## src/rtl/pox_pkg.sv

```systemverilog
`timescale 1ns / 1ps
`default_nettype none
package pox_pkg;

  // Defaults for the top-level parameters
  localparam int SAMPLE_BITS_DEF = 16;
  localparam int COUNT_BITS_DEF  = 16;

  // Configuration
  localparam int          SCALE_W     = 20;
  localparam logic [19:0] SCALE_RESET = 20'd30000;

  // Result fields and their places in the output tdata
  localparam int SPO2_W     = 7;
  localparam int PULSE_W    = 19;
  localparam int PERIOD_W   = 16;
  localparam int SPO2_LSB   = 0;
  localparam int PULSE_LSB  = SPO2_LSB + SPO2_W;
  localparam int PERIOD_LSB = PULSE_LSB + PULSE_W;
  localparam int OUT_DATA_W = ((PERIOD_LSB + PERIOD_W + 7) / 8) * 8;

  // Shared divider
  localparam int DVD_W  = 24;
  localparam int STEP_W = 5;
  localparam logic [STEP_W-1:0] RATIO_STEPS = 5'd24;
  localparam logic [STEP_W-1:0] SPO2_STEPS  = 5'd7;
  localparam logic [STEP_W-1:0] PULSE_STEPS = 5'd20;

  // SpO2 curve in Q8.16 ratio units
  localparam logic [23:0] R_LOW     = 24'd26214;
  localparam logic [23:0] R_ONE     = 24'd65536;
  localparam logic [23:0] R_HIGH    = 24'd222822;
  localparam logic [23:0] LIN_BASE  = 24'd7208960;   // 110 in Q.16
  localparam logic [23:0] LIN_SLOPE = 24'd25;
  localparam logic [27:0] CUR_BASE  = 28'd94699520;  // 1445 in Q.16
  localparam logic [27:0] CUR_SLOPE = 28'd425;
  localparam logic [19:0] CUR_DIV   = 20'd786432;    // 12 in Q.16
  localparam logic [6:0]  SPO2_FULL = 7'd100;

  typedef enum logic [3:0] {
    ST_IDLE,
    ST_MUL_NUM,
    ST_MUL_DEN,
    ST_RATIO_CHK,
    ST_RATIO_WAIT,
    ST_MAP,
    ST_SPO2_WAIT,
    ST_PULSE_GO,
    ST_PULSE_WAIT,
    ST_FINISH
  } pox_state_e;

  typedef struct packed {
    logic              start;
    logic [STEP_W-1:0] steps;
  } pox_div_ctl_t;

endpackage
`default_nettype wire

```

## src/rtl/pox_div.sv

```systemverilog
`timescale 1ns / 1ps
`default_nettype none
module pox_div #(
  parameter int DIV_W = 32
) (
  input  wire logic                       clk_i,
  input  wire logic                       rst_ni,
  input  wire pox_pkg::pox_div_ctl_t      ctl_i,
  input  wire logic [DIV_W-1:0]           rem0_i,
  input  wire logic [pox_pkg::DVD_W-1:0]  dvd_i,
  input  wire logic [DIV_W-1:0]           divisor_i,
  output logic                            done_o,
  output logic [pox_pkg::DVD_W-1:0]       quo_o
);
  import pox_pkg::*;

  logic [DIV_W-1:0]  rem_q, rem_d;
  logic [DIV_W-1:0]  div_q;
  logic [DVD_W-1:0]  dvd_q, quo_q;
  logic [STEP_W-1:0] cnt_q;
  logic              done_q;
  logic [DIV_W:0]    trial;
  logic              ge;

  // One restoring step: shift in the next dividend bit, subtract if it fits
  always_comb begin
    trial = {rem_q, dvd_q[DVD_W-1]};
    ge    = trial >= {1'b0, div_q};
    rem_d = ge ? DIV_W'(trial - {1'b0, div_q}) : trial[DIV_W-1:0];
  end

  // Hold the step count and the finish pulse
  always_ff @(posedge clk_i or negedge rst_ni) begin
    if (!rst_ni) begin
      cnt_q  <= '0;
      done_q <= 1'b0;
    end else if (ctl_i.start) begin
      cnt_q  <= ctl_i.steps;
      done_q <= 1'b0;
    end else begin
      done_q <= (cnt_q == STEP_W'(1));
      if (cnt_q != '0) cnt_q <= cnt_q - 1'b1;
    end
  end

  // Advance remainder, dividend and quotient
  always_ff @(posedge clk_i) begin
    if (ctl_i.start) begin
      rem_q <= rem0_i;
      dvd_q <= dvd_i;
      div_q <= divisor_i;
      quo_q <= '0;
    end else if (cnt_q != '0) begin
      rem_q <= rem_d;
      dvd_q <= {dvd_q[DVD_W-2:0], 1'b0};
      quo_q <= {quo_q[DVD_W-2:0], ge};
    end
  end

  assign done_o = done_q;
  assign quo_o  = quo_q;

endmodule
`default_nettype wire

```

## src/rtl/pulse_oximeter_spo2_and_pulse.sv

```systemverilog
`timescale 1ns / 1ps
`default_nettype none
// Channel    Dir  Handshake             Content
// s_axis     in   tvalid/tready         red_ac, ir_ac, red_dc, ir_dc
// m_axis     out  tvalid/tready         spo2_percent, pulse_bpm, period_samples; ratio_error
// cfg        in   cfg_we_i              pulse_scale
//
// A sample that does not end a period leaves the sequencer idle. After a period end, tready
// stays low for a wait set by the shared restoring divider: 24 steps for the ratio, 7 for the
// SpO2 curve and 20 for the pulse, plus the multiply states and sequencing. An error or a
// saturated ratio skips divisions. Reset is asynchronous and clears all statistics; there is
// no clearing pass. A result waits in the output register while further samples are taken; a
// second result then waits in the sequencer until the first is taken.
module pulse_oximeter_spo2_and_pulse #(
  parameter int SAMPLE_BITS = pox_pkg::SAMPLE_BITS_DEF,
  parameter int COUNT_BITS  = pox_pkg::COUNT_BITS_DEF
) (
  input  wire logic                                        clk_i,
  input  wire logic                                        rst_ni,
  input  wire logic                                        cfg_we_i,
  input  wire logic [pox_pkg::SCALE_W-1:0]                 cfg_wdata_i,
  input  wire logic                                        s_axis_tvalid,
  output logic                                             s_axis_tready,
  // red_ac, ir_ac, red_dc, ir_dc, zero fill
  input  wire logic [((2*SAMPLE_BITS+32+7)/8)*8-1:0]       s_axis_tdata,
  output logic                                             m_axis_tvalid,
  input  wire logic                                        m_axis_tready,
  // spo2_percent, pulse_bpm, period_samples, zero fill
  output logic [pox_pkg::OUT_DATA_W-1:0]                   m_axis_tdata,
  // ratio_error
  output logic                                             m_axis_tuser
);
  import pox_pkg::*;

  localparam int SB    = SAMPLE_BITS;
  localparam int CB    = COUNT_BITS;
  localparam int DIV_W = SAMPLE_BITS + 16;

  pox_state_e state_q, state_d;

  // Input fields
  logic signed [SB-1:0] red, ir;
  logic [15:0]          red_dc, ir_dc;
  assign red    = s_axis_tdata[SB-1:0];
  assign ir     = s_axis_tdata[2*SB-1:SB];
  assign red_dc = s_axis_tdata[2*SB+15:2*SB];
  assign ir_dc  = s_axis_tdata[2*SB+31:2*SB+16];

  // Running statistics
  logic signed [SB-1:0] prev_red_q, red_max_q, red_min_q, ir_max_q, ir_min_q;
  logic signed [SB-1:0] red_max_n, red_min_n, ir_max_n, ir_min_n;
  logic [CB-1:0]        count_q, count_n;
  logic [SCALE_W-1:0]   scale_q;
  logic                 accept, period_end;
  logic [SB:0]          red_ptp_w, ir_ptp_w;
  logic [31:0]          count_ext;

  // Latched period values and work registers
  logic [SB-1:0]       red_ptp_q, ir_ptp_q;
  logic [15:0]         red_dc_q, ir_dc_q;
  logic [CB-1:0]       cnt_lat_q;
  logic                err_q;
  logic [DIV_W-1:0]    prod_num_q, den_q, prod;
  logic [SB-1:0]       mul_a;
  logic [15:0]         mul_b;
  logic [23:0]         r_q;
  logic [SPO2_W-1:0]   spo2_q;
  logic [PULSE_W-1:0]  pulse_q;
  logic [23:0]         lin_w;
  logic [27:0]         cur_w;
  logic                ratio_ovf;

  // Output register
  logic                out_valid_q, out_err_q;
  logic [SPO2_W-1:0]   out_spo2_q;
  logic [PULSE_W-1:0]  out_pulse_q;
  logic [PERIOD_W-1:0] out_period_q;
  logic                out_load;

  // Divider hookup
  pox_div_ctl_t        div_ctl;
  logic [DIV_W-1:0]    div_rem0, div_divisor;
  logic [DVD_W-1:0]    div_dvd, div_quo;
  logic                div_done;

  assign s_axis_tready = (state_q == ST_IDLE);
  assign accept        = s_axis_tvalid && s_axis_tready;

  // Fold the new sample into the statistics
  always_comb begin
    count_n   = (count_q == '1) ? count_q : count_q + 1'b1;
    red_max_n = (red > red_max_q) ? red : red_max_q;
    red_min_n = (red < red_min_q) ? red : red_min_q;
    ir_max_n  = (ir > ir_max_q) ? ir : ir_max_q;
    ir_min_n  = (ir < ir_min_q) ? ir : ir_min_q;
    red_ptp_w = {red_max_n[SB-1], red_max_n} - {red_min_n[SB-1], red_min_n};
    ir_ptp_w  = {ir_max_n[SB-1], ir_max_n} - {ir_min_n[SB-1], ir_min_n};
    period_end = !red[SB-1] && (red != '0) && prev_red_q[SB-1] && (count_n != CB'(1));
  end

  // Hold configuration and statistics
  always_ff @(posedge clk_i or negedge rst_ni) begin
    if (!rst_ni) begin
      scale_q    <= SCALE_RESET;
      prev_red_q <= '0;
      red_max_q  <= '0;
      red_min_q  <= '0;
      ir_max_q   <= '0;
      ir_min_q   <= '0;
      count_q    <= '0;
    end else begin
      if (cfg_we_i) scale_q <= cfg_wdata_i;
      if (accept) begin
        prev_red_q <= red;
        if (period_end) begin
          red_max_q <= '0;
          red_min_q <= '0;
          ir_max_q  <= '0;
          ir_min_q  <= '0;
          count_q   <= '0;
        end else begin
          red_max_q <= red_max_n;
          red_min_q <= red_min_n;
          ir_max_q  <= ir_max_n;
          ir_min_q  <= ir_min_n;
          count_q   <= count_n;
        end
      end
    end
  end

  // Shared multiplier, one product per cycle
  always_comb begin
    mul_a = (state_q == ST_MUL_NUM) ? red_ptp_q : ir_ptp_q;
    mul_b = (state_q == ST_MUL_NUM) ? ir_dc_q : red_dc_q;
    prod  = DIV_W'(mul_a) * DIV_W'(mul_b);
  end

  // SpO2 curve pieces and the ratio overflow test
  always_comb begin
    lin_w     = LIN_BASE - (24'(r_q[15:0]) * LIN_SLOPE);
    cur_w     = CUR_BASE - (28'(r_q[17:0]) * CUR_SLOPE);
    ratio_ovf = DIV_W'(prod_num_q[DIV_W-1:8]) >= den_q;
  end

  // Sequencer: next state and divider requests
  always_comb begin
    state_d       = state_q;
    div_ctl.start = 1'b0;
    div_ctl.steps = RATIO_STEPS;
    div_rem0      = DIV_W'(prod_num_q[DIV_W-1:8]);
    div_dvd       = {prod_num_q[7:0], 16'h0000};
    div_divisor   = den_q;
    out_load      = 1'b0;
    case (state_q)
      ST_IDLE: begin
        if (accept && period_end) state_d = ST_MUL_NUM;
      end
      ST_MUL_NUM: state_d = ST_MUL_DEN;
      ST_MUL_DEN: state_d = err_q ? ST_PULSE_GO : ST_RATIO_CHK;
      ST_RATIO_CHK: begin
        if (ratio_ovf) begin
          state_d = ST_PULSE_GO;
        end else begin
          div_ctl.start = 1'b1;
          state_d       = ST_RATIO_WAIT;
        end
      end
      ST_RATIO_WAIT: begin
        if (div_done) state_d = ST_MAP;
      end
      ST_MAP: begin
        if (r_q >= R_ONE && r_q <= R_HIGH) begin
          div_ctl.start = 1'b1;
          div_ctl.steps = SPO2_STEPS;
          div_rem0      = DIV_W'(cur_w[27:7]);
          div_dvd       = {cur_w[6:0], 17'h0};
          div_divisor   = DIV_W'(CUR_DIV);
          state_d       = ST_SPO2_WAIT;
        end else begin
          state_d = ST_PULSE_GO;
        end
      end
      ST_SPO2_WAIT: begin
        if (div_done) state_d = ST_PULSE_GO;
      end
      ST_PULSE_GO: begin
        div_ctl.start = 1'b1;
        div_ctl.steps = PULSE_STEPS;
        div_rem0      = '0;
        div_dvd       = {scale_q, 4'h0};
        div_divisor   = DIV_W'(cnt_lat_q);
        state_d       = ST_PULSE_WAIT;
      end
      ST_PULSE_WAIT: begin
        if (div_done) state_d = ST_FINISH;
      end
      ST_FINISH: begin
        if (!out_valid_q || m_axis_tready) begin
          out_load = 1'b1;
          state_d  = ST_IDLE;
        end
      end
      default: state_d = ST_IDLE;
    endcase
  end

  always_ff @(posedge clk_i or negedge rst_ni) begin
    if (!rst_ni) state_q <= ST_IDLE;
    else         state_q <= state_d;
  end

  // Capture period values and divider results
  always_ff @(posedge clk_i) begin
    case (state_q)
      ST_IDLE: begin
        if (accept && period_end) begin
          red_ptp_q <= red_ptp_w[SB-1:0];
          ir_ptp_q  <= ir_ptp_w[SB-1:0];
          red_dc_q  <= red_dc;
          ir_dc_q   <= ir_dc;
          cnt_lat_q <= count_n;
          err_q     <= (red_dc == '0) || (ir_dc == '0) || (ir_ptp_w == '0);
          spo2_q    <= '0;
        end
      end
      ST_MUL_NUM:  prod_num_q <= prod;
      ST_MUL_DEN:  den_q      <= prod;
      ST_RATIO_WAIT: begin
        if (div_done) r_q <= div_quo;
      end
      ST_MAP: begin
        if (r_q <= R_LOW)      spo2_q <= SPO2_FULL;
        else if (r_q < R_ONE)  spo2_q <= lin_w[22:16];
        else                   spo2_q <= '0;
      end
      ST_SPO2_WAIT: begin
        if (div_done) spo2_q <= div_quo[SPO2_W-1:0];
      end
      ST_PULSE_WAIT: begin
        if (div_done) pulse_q <= div_quo[PULSE_W-1:0];
      end
      default: ;
    endcase
  end

  pox_div #(
    .DIV_W(DIV_W)
  ) u_div (
    .clk_i    (clk_i),
    .rst_ni   (rst_ni),
    .ctl_i    (div_ctl),
    .rem0_i   (div_rem0),
    .dvd_i    (div_dvd),
    .divisor_i(div_divisor),
    .done_o   (div_done),
    .quo_o    (div_quo)
  );

  // Output register: hold the result until the transaction completes
  assign count_ext = 32'(cnt_lat_q);

  always_ff @(posedge clk_i or negedge rst_ni) begin
    if (!rst_ni) begin
      out_valid_q <= 1'b0;
    end else if (out_load) begin
      out_valid_q <= 1'b1;
    end else if (m_axis_tready) begin
      out_valid_q <= 1'b0;
    end
  end

  always_ff @(posedge clk_i) begin
    if (out_load) begin
      out_spo2_q   <= spo2_q;
      out_pulse_q  <= pulse_q;
      out_period_q <= (count_ext > 32'h0000_FFFF) ? 16'hFFFF : count_ext[15:0];
      out_err_q    <= err_q;
    end
  end

  assign m_axis_tvalid = out_valid_q;
  assign m_axis_tuser  = out_err_q;
  assign m_axis_tdata  = OUT_DATA_W'({out_period_q, out_pulse_q, out_spo2_q});

endmodule
`default_nettype wire

```

## config.mk

```make
export PLATFORM = sky130hd
export DESIGN_NAME = pulse_oximeter_spo2_and_pulse
export DESIGN_NICKNAME = d
export VERILOG_FILES = /design/src/rtl/pox_pkg.sv /design/src/rtl/pox_div.sv /design/src/rtl/pulse_oximeter_spo2_and_pulse.sv
export SDC_FILE = /design/constraint.sdc
export NUM_CORES = 2
export LEC_CHECK = 0
export ABC_CLOCK_PERIOD_IN_PS = 11380
export BUFFER_PORTS_ARGS = -buffer_cell sky130_fd_sc_hd__buf_4
export CAP_MARGIN = 0
export CORE_AREA = 2 2 306 308
export DETAILED_ROUTE_END_ITERATION = 7
export DIE_AREA = 0 0 308 310
export HOLD_SLACK_MARGIN = 0.02
export SKIP_LAST_GASP = 1
export SLEW_MARGIN = 30
export SYNTH_ARGS = -nofsm -noshare
export SYNTH_HDL_FRONTEND = slang
export SYNTH_SLANG_ARGS = --single-unit
```

## constraint.sdc

```tcl
create_clock -name clk_i -period 11.38 [get_ports clk_i]
set_input_delay 3.414 -clock clk_i [delete_from_list [all_inputs] [get_ports clk_i]]
set_output_delay 3.414 -clock clk_i [all_outputs]
set_load 0.01 [all_outputs]
```

# After elaboration in Yosys (flattened, before gate mapping)
# Index checks and enable logic that the tools add are counted.
# Widths: inputs -> output; s select.
[op_classes]
addsub = 7
multipliers = 3
n_lt_le_gt_ge = 11
n_eq_ne = 17
mux = 48
reduce_logical = 25
[op_table]
columns = ["operator", "count"]
rows = [
  ["$mux 16", 12],
  ["$mux 32", 4],
  ["$mux 24", 4],
  ["$pmux 24 s2", 2],
  ["$pmux 32 s2", 1],
  ["$pmux 4 s10", 1],
  ["$ge 33x32->1", 1],
  ["$ge 24x32->1", 1],
  ["$gt 16x16->1", 2],
  ["$logic_not 16->1", 2],
  ["$lt 16x16->1", 2],
  ["$mul 16x16->32", 1],
  ["$sub 32x32->32", 1],
  ["$mux 7", 4],
  ["$sub 27x27->28 const A", 1],
  ["$mul 18x9->27 const B", 1],
  ["$ge 24x17->1 const B", 1],
  ["$le 24x15->1 const B", 1],
  ["$le 24x18->1 const B", 1],
  ["$lt 24x17->1 const B", 1],
  ["$sub 23x21->23 const A", 1],
  ["$mul 16x5->21 const B", 1],
  ["$pmux 7 s3", 1],
  ["$mux 4", 5],
  ["33 further kinds", 59],
]
[word_totals]
register_bits = 477
out_inout_bits = 51
word_cells = 141

# Logic depth before layout (Yosys ltp)
[logic_depth]
word_depth = 7
depth_mapped = 30

# By module
# Synthesis repeated with hierarchy kept, for this count alone.
[hier_totals]
cells_unflattened = 3629
area_unflattened_um2 = 37646.1
[by_module_without_submodules]
columns = ["module", "instances", "cells_each", "area_per_inst_um2"]
rows = [
  ["pulse_oximeter_spo2_and_pulse", 1, 3063, 30996.0],
  ["pox_div", 1, 566, 6650.1],
]

# Least setup slack after synthesis
# No wires, ideal clock.
[synth_path]
kind = "register -> register"
from = "reg state_q[0]"
to = "reg den_q[30] (data pin)"
setup_ns = 0.268
arrival_ns = 8.530
required_ns = 11.112
setup_slack_ns = 2.582
path_stages_with_launch = 28
path_buffers = 3
synth_period_minus_slack_ns = 8.798
cell_sequence = "dfrtp_1 -> clkbuf_1 -> nand2b_1 -> nor3_1 -> clkbuf_1 -> buf_1 -> mux2i_1 -> nor2_1 -> fa_1 -> inv_1 -> fa_1 -> fa_1 -> inv_1 -> fa_1 -> fa_1 -> inv_1 -> fa_1 -> inv_1 -> ha_1 -> a21o_1 -> a21oi_1 -> o21ai_0 -> a21oi_1 -> o211ai_1 -> a31oi_1 -> nor2b_1 -> a221oi_1 -> xnor2_1"
[synth_between]
elab_chain_cells = 3
word_cells_on_any_way = 4
classes_between = "mul (1); eq/ne (1); mux (2)"
[synth_lines]
columns = ["element", "line", "text"]
rows = [
  ["start: declaration", "pulse_oximeter_spo2_and_pulse.sv:39", "pox_state_e state_q, state_d;"],
  ["start signal: assignment", "pulse_oximeter_spo2_and_pulse.sv:210", "else state_q <= state_d;"],
  ["$eq 4x1->1 (*)", "pulse_oximeter_spo2_and_pulse.sv:134, pulse_oximeter_spo2_and_pulse.sv:135", ""],
  ["$mux 16 (on tied branches)", "pulse_oximeter_spo2_and_pulse.sv:134, pulse_oximeter_spo2_and_pulse.sv:135", ""],
  ["$mul 16x16->32 (*)", "pulse_oximeter_spo2_and_pulse.sv:136", "prod = DIV_W'(mul_a) * DIV_W'(mul_b);"],
  ["via prod[30]", "pulse_oximeter_spo2_and_pulse.sv:63", "logic [DIV_W-1:0] prod_num_q, den_q, prod;"],
  ["end signal: assignment", "pulse_oximeter_spo2_and_pulse.sv:228", "ST_MUL_DEN: den_q <= prod;"],
  ["end: declaration", "pulse_oximeter_spo2_and_pulse.sv:63", ""],
]
# The timed path passes the listed nets; every way through them passes the cells marked *.
# A chain may end at the register's enable or synchronous reset.

# Worst setup path in the final report
[layout_path]
from = "reg state_q[1]"
to = "reg prod_num_q[31] (data pin)"
[layout_between]
elab_chain_cells = 3
word_cells_on_any_way = 4
classes_between = "mul (1); eq/ne (1); mux (2)"
[layout_lines]
columns = ["element", "line", "text"]
rows = [
  ["$eq 4x1->1 (*)", "pulse_oximeter_spo2_and_pulse.sv:134, pulse_oximeter_spo2_and_pulse.sv:135", ""],
  ["$mux 16 (on tied branches)", "pulse_oximeter_spo2_and_pulse.sv:134, pulse_oximeter_spo2_and_pulse.sv:135", ""],
  ["$mul 16x16->32 (*)", "pulse_oximeter_spo2_and_pulse.sv:136", ""],
  ["via prod[31]", "pulse_oximeter_spo2_and_pulse.sv:63", ""],
  ["end signal: assignment", "pulse_oximeter_spo2_and_pulse.sv:227", "ST_MUL_NUM: prod_num_q <= prod;"],
  ["end: declaration", "pulse_oximeter_spo2_and_pulse.sv:63", ""],
]
# Marked as above.

==> flow_summary.yaml <==
placement:
  pre_cts_slack_ps: 2370
  gp_congestion: 0.894
  post-dp-hpwl_um: 71000
  dp_cells: 4769
  portBuffers: 133
finish:
  layout-drive-gt1-share_pct: 10.4
  fin_cells: 4868
  area_growth_syn_to_layout_pct: 11.7
  fin_nets: 4398
  fillCellCount: 8796
  diodes: 0
synthesis:
  synth_xor_area_share_pct: 2.83
  synthCells: 3500
  ys_seq_area_share_pct: 35.5
  synth_area_um2: 36500
  ys.flop_type: "edfxtp_1"
  yosysTopAreaCellShare_pct: 26.5
  yosys.area_share.simple_pct: 10.2
  synth_top_family_by_area: "adder cells"
  synth_top_area_cell: "edfxtp_1"
  ys_top_cells_by_count: "552 x inv_1, 420 x ha_1, 330 x nand2_1"
  yosysMostFrequentCell: "inv_1"
  synth.area.mux_share_pct: 4.66
  synth.area.top_cells: "edfxtp_1 26%, ha_1 14%, fa_1 14%, dfrtp_1 7.2%, inv_1 5.7%"
  synthArstFlopShare_pct: 24.5
  ys_seq_elements: 458
  yosys_warnings: 0
  avgSynthCellArea_um2: 10.4
  synth_edf_count: 322
  synth_compound_area_share_pct: 11.1
  ys_types: 74
  synth_adder_area_share_pct: 28.8
detailed_routing:
  routed_wl_um: 92100
  drcViolationCount: 0
  viasPerCell: 5.24
  firstDrtPassIters: 5
  antenna_left: 0
  vias: 25500
  wl_per_cell_um: 18.9
  drt_iter0_markers: 1568
hold_path:
  hp-class: "register to register"
power:
  power.leakage_nw: 18.1
  power.density_nw_per_um2: 92.1
  p_switching_w: 0.000852
  fin_total_pwr_w: 0.00376
  p_seq_share_pct: 47.7
  p_clk_share_pct: 47.0
  internal_power_w: 0.00290
  power_switching_share_pct: 22.7
  peakVddDrop_mv: 0.120
  comb_power_share_pct: 5.3
die:
  start_util_pct: 39.5
  fp.dieH_um: 310
  rows: 112
  dieWidth_um: 308
  io_pins: 140
  die-area_um2: 95500
  core_um2: 92500
clock_network:
  post-cts-setup-buffer-count: 0
  path_clk_slew_ps: 60
  root_buffer: "clkbuf_16"
  cts_buffers: 53
  htreeDepth: 2
  tritoncts: "built"
  clk_latency_ps: 650
  clk_path_buf_depth: 3
  holdBufCountCts: 0
  post_cts_resized: 0
  clock-sinks: 458
timing:
  worst_slack_ps: 2700
  slew_violations: 0
  tns_ps: 0
  rsz0062_at_grt: "false"
  min_period_ps: 8680
  worstMarginPinSlew_ps: 930
  max_freq_ghz: 0.115
  max-slew-margin-rel_pct: 38.0
  clock_skew_ps: 32.7
  finalHoldViolations: 0
  fin_crit_sh_pct: 76.3
  setup_violations: 0
worst_setup_path:
  cp_num_buf_inv: 5
  worstSetupPathType: "register to register"
  cp-start-kind: "register"
  arrival_ps: 9050
  crit_slowest_cell: "mux2i_1"
  cp_max_fo: 29
  crit_path_frequent_cell: "fa_1"
  crit_path_end_kind: "register"
  cpPeakStageDelay_ps: 710
  required_ps: 11750
  cpLargestDelayFamily: "adder cells"
grt:
  grt_start_max_net_pins: 89
  grt_pass1_vias: 25800
  grt_usage_pct: 19.5
  antenna_found_initial: 1
  grt_remaining_overflow: 0
  grt_pass1_wl_um: 146000
job:
  cap_violations: 0
run_status:
  outcome: "completed"
-- cell type report --
cell class                      instances  area (µm²)  share of cell area [%]
Clock buffer                           70        1500                    3.69
Timing Repair Buffer                  167        1260                    3.09
Clock inverter                         29         318                   0.780
Inverter                              552        2070                    5.08
Tap cell                             1197        1500                    3.67
Multi-Input combinational cell       2395       21200                    51.9
Sequential cell                       458       13000                    31.8
-- metal layers --
| metal | vias up | share of wire, % | GRT usage, % |
|---|---|---|---|
| met1 | 12600 | 44 | 25.6 |
| li1 | 12200 | - | - |
| met3 | 137 | 4.4 | 2.52 |
| met5 | - | 0.018 | 0 |
| met2 | 566 | 48 | 33.4 |
| met4 | 2 | 3.3 | 6.58 |
-- final timing paths --
path	from	endpoint	slack, ps	cells after the start
worst max-delay path	state_q[1]	prod_num_q[31]	2700	26
worst min-delay path	spo2_q[5]	out_spo2_q[5]	420	0
worst max register to register	state_q[1]	prod_num_q[31]	2700	26
worst min register to register	spo2_q[5]	out_spo2_q[5]	420	0
max in group asynchronous	rst_ni	scale_q[3]	7420	2
min in group asynchronous	rst_ni	ir_max_q[13]	2810	1
-- cell usage in the layout (no fill, tap or decap), types with 21 or more instances in the layout --
cell type  netlist  routed
nand3_1         31      31
o31ai_1         46      46
a21o_1          73      73
mux2i_1         92      87
clkbuf_16        0      55
ha_1           420     420
xnor2_1         76      76
fa_1           262     262
nand4_1         23      23
dfxtp_1         24      24
nand2_1        330     327
and2_1          25      22
nor2b_1         22      21
inv_1          552     551
a21oi_1        156     156
a22o_1          37      37
mux2_2          68      68
o21ai_0         91      90
nor4_1          24      23
buf_4            7     166
nor2_1         234     231
nand2b_1        35      35
edfxtp_1       322     322
xor2_1          42      42
dfrtp_1        105     105
nor3_1          34      32
-- power by group through the flow --
stage	Combinational, W	Clock, W	Sequential [W]
2_1_floorplan	0.000122	0	0.00182
3_3_place_gp	0.000199	0	0.00182
3_5_place_dp	0.000201	0	0.00182
4_1_cts	0.000203	0.00181	0.00179
5_1_grt	0.000223	0.00187	0.00179
6_report	0.000200	0.00176	0.00179
-- logic make-up after synthesis --
group,after synthesis
buffers and inverters,652
AND/OR/NAND/NOR,821
adder cells (fa/ha/maj),682
flip-flops,458
XOR/XNOR,118
multiplexers,161
other,1
AO/OA/AOI/OAI,607
-- state kept, by name, summed over array words and instances (netlist names), 19 cells and up --
signal	cells
pulse_q	19
scale_q	20
u_div.quo_o	24
den_q	32
r_q	24
prod_num_q	32
u_div.div_q	32
u_div.rem_q	32
out_pulse_q	19
u_div.dvd_q	20
-- per-stage QoR --
stage	hold WS [ps]	instance area [µm²]	utilization, %
4_1_cts	419	40700	44.1
5_1_grt	422	40800	44.1
3_5_place_dp	405	38900	42.1
2_1_floorplan	400	36500	-
6_report	418	40800	44.1
3_3_place_gp	402	38900	42.1
-- worst register-to-register path, stage by stage (launching register included) --
cell	delay (ps)
dfrtp_1	590
nand2b_1	300
nor3_2	650
buf_4	510
mux2i_1	720
nor2_1	140
fa_1	560
inv_1	60
fa_1	490
fa_1	510
inv_1	50
fa_1	470
fa_1	550
inv_1	60
fa_1	560
inv_1	60
ha_1	360
a21o_1	130
a21oi_1	60
o21ai_0	440
nand2_1	140
o211ai_1	140
nand2_1	90
a31oi_1	330
a221o_1	220
a21oi_1	80
xnor2_1	140
(Power assumes the default switching activity.)
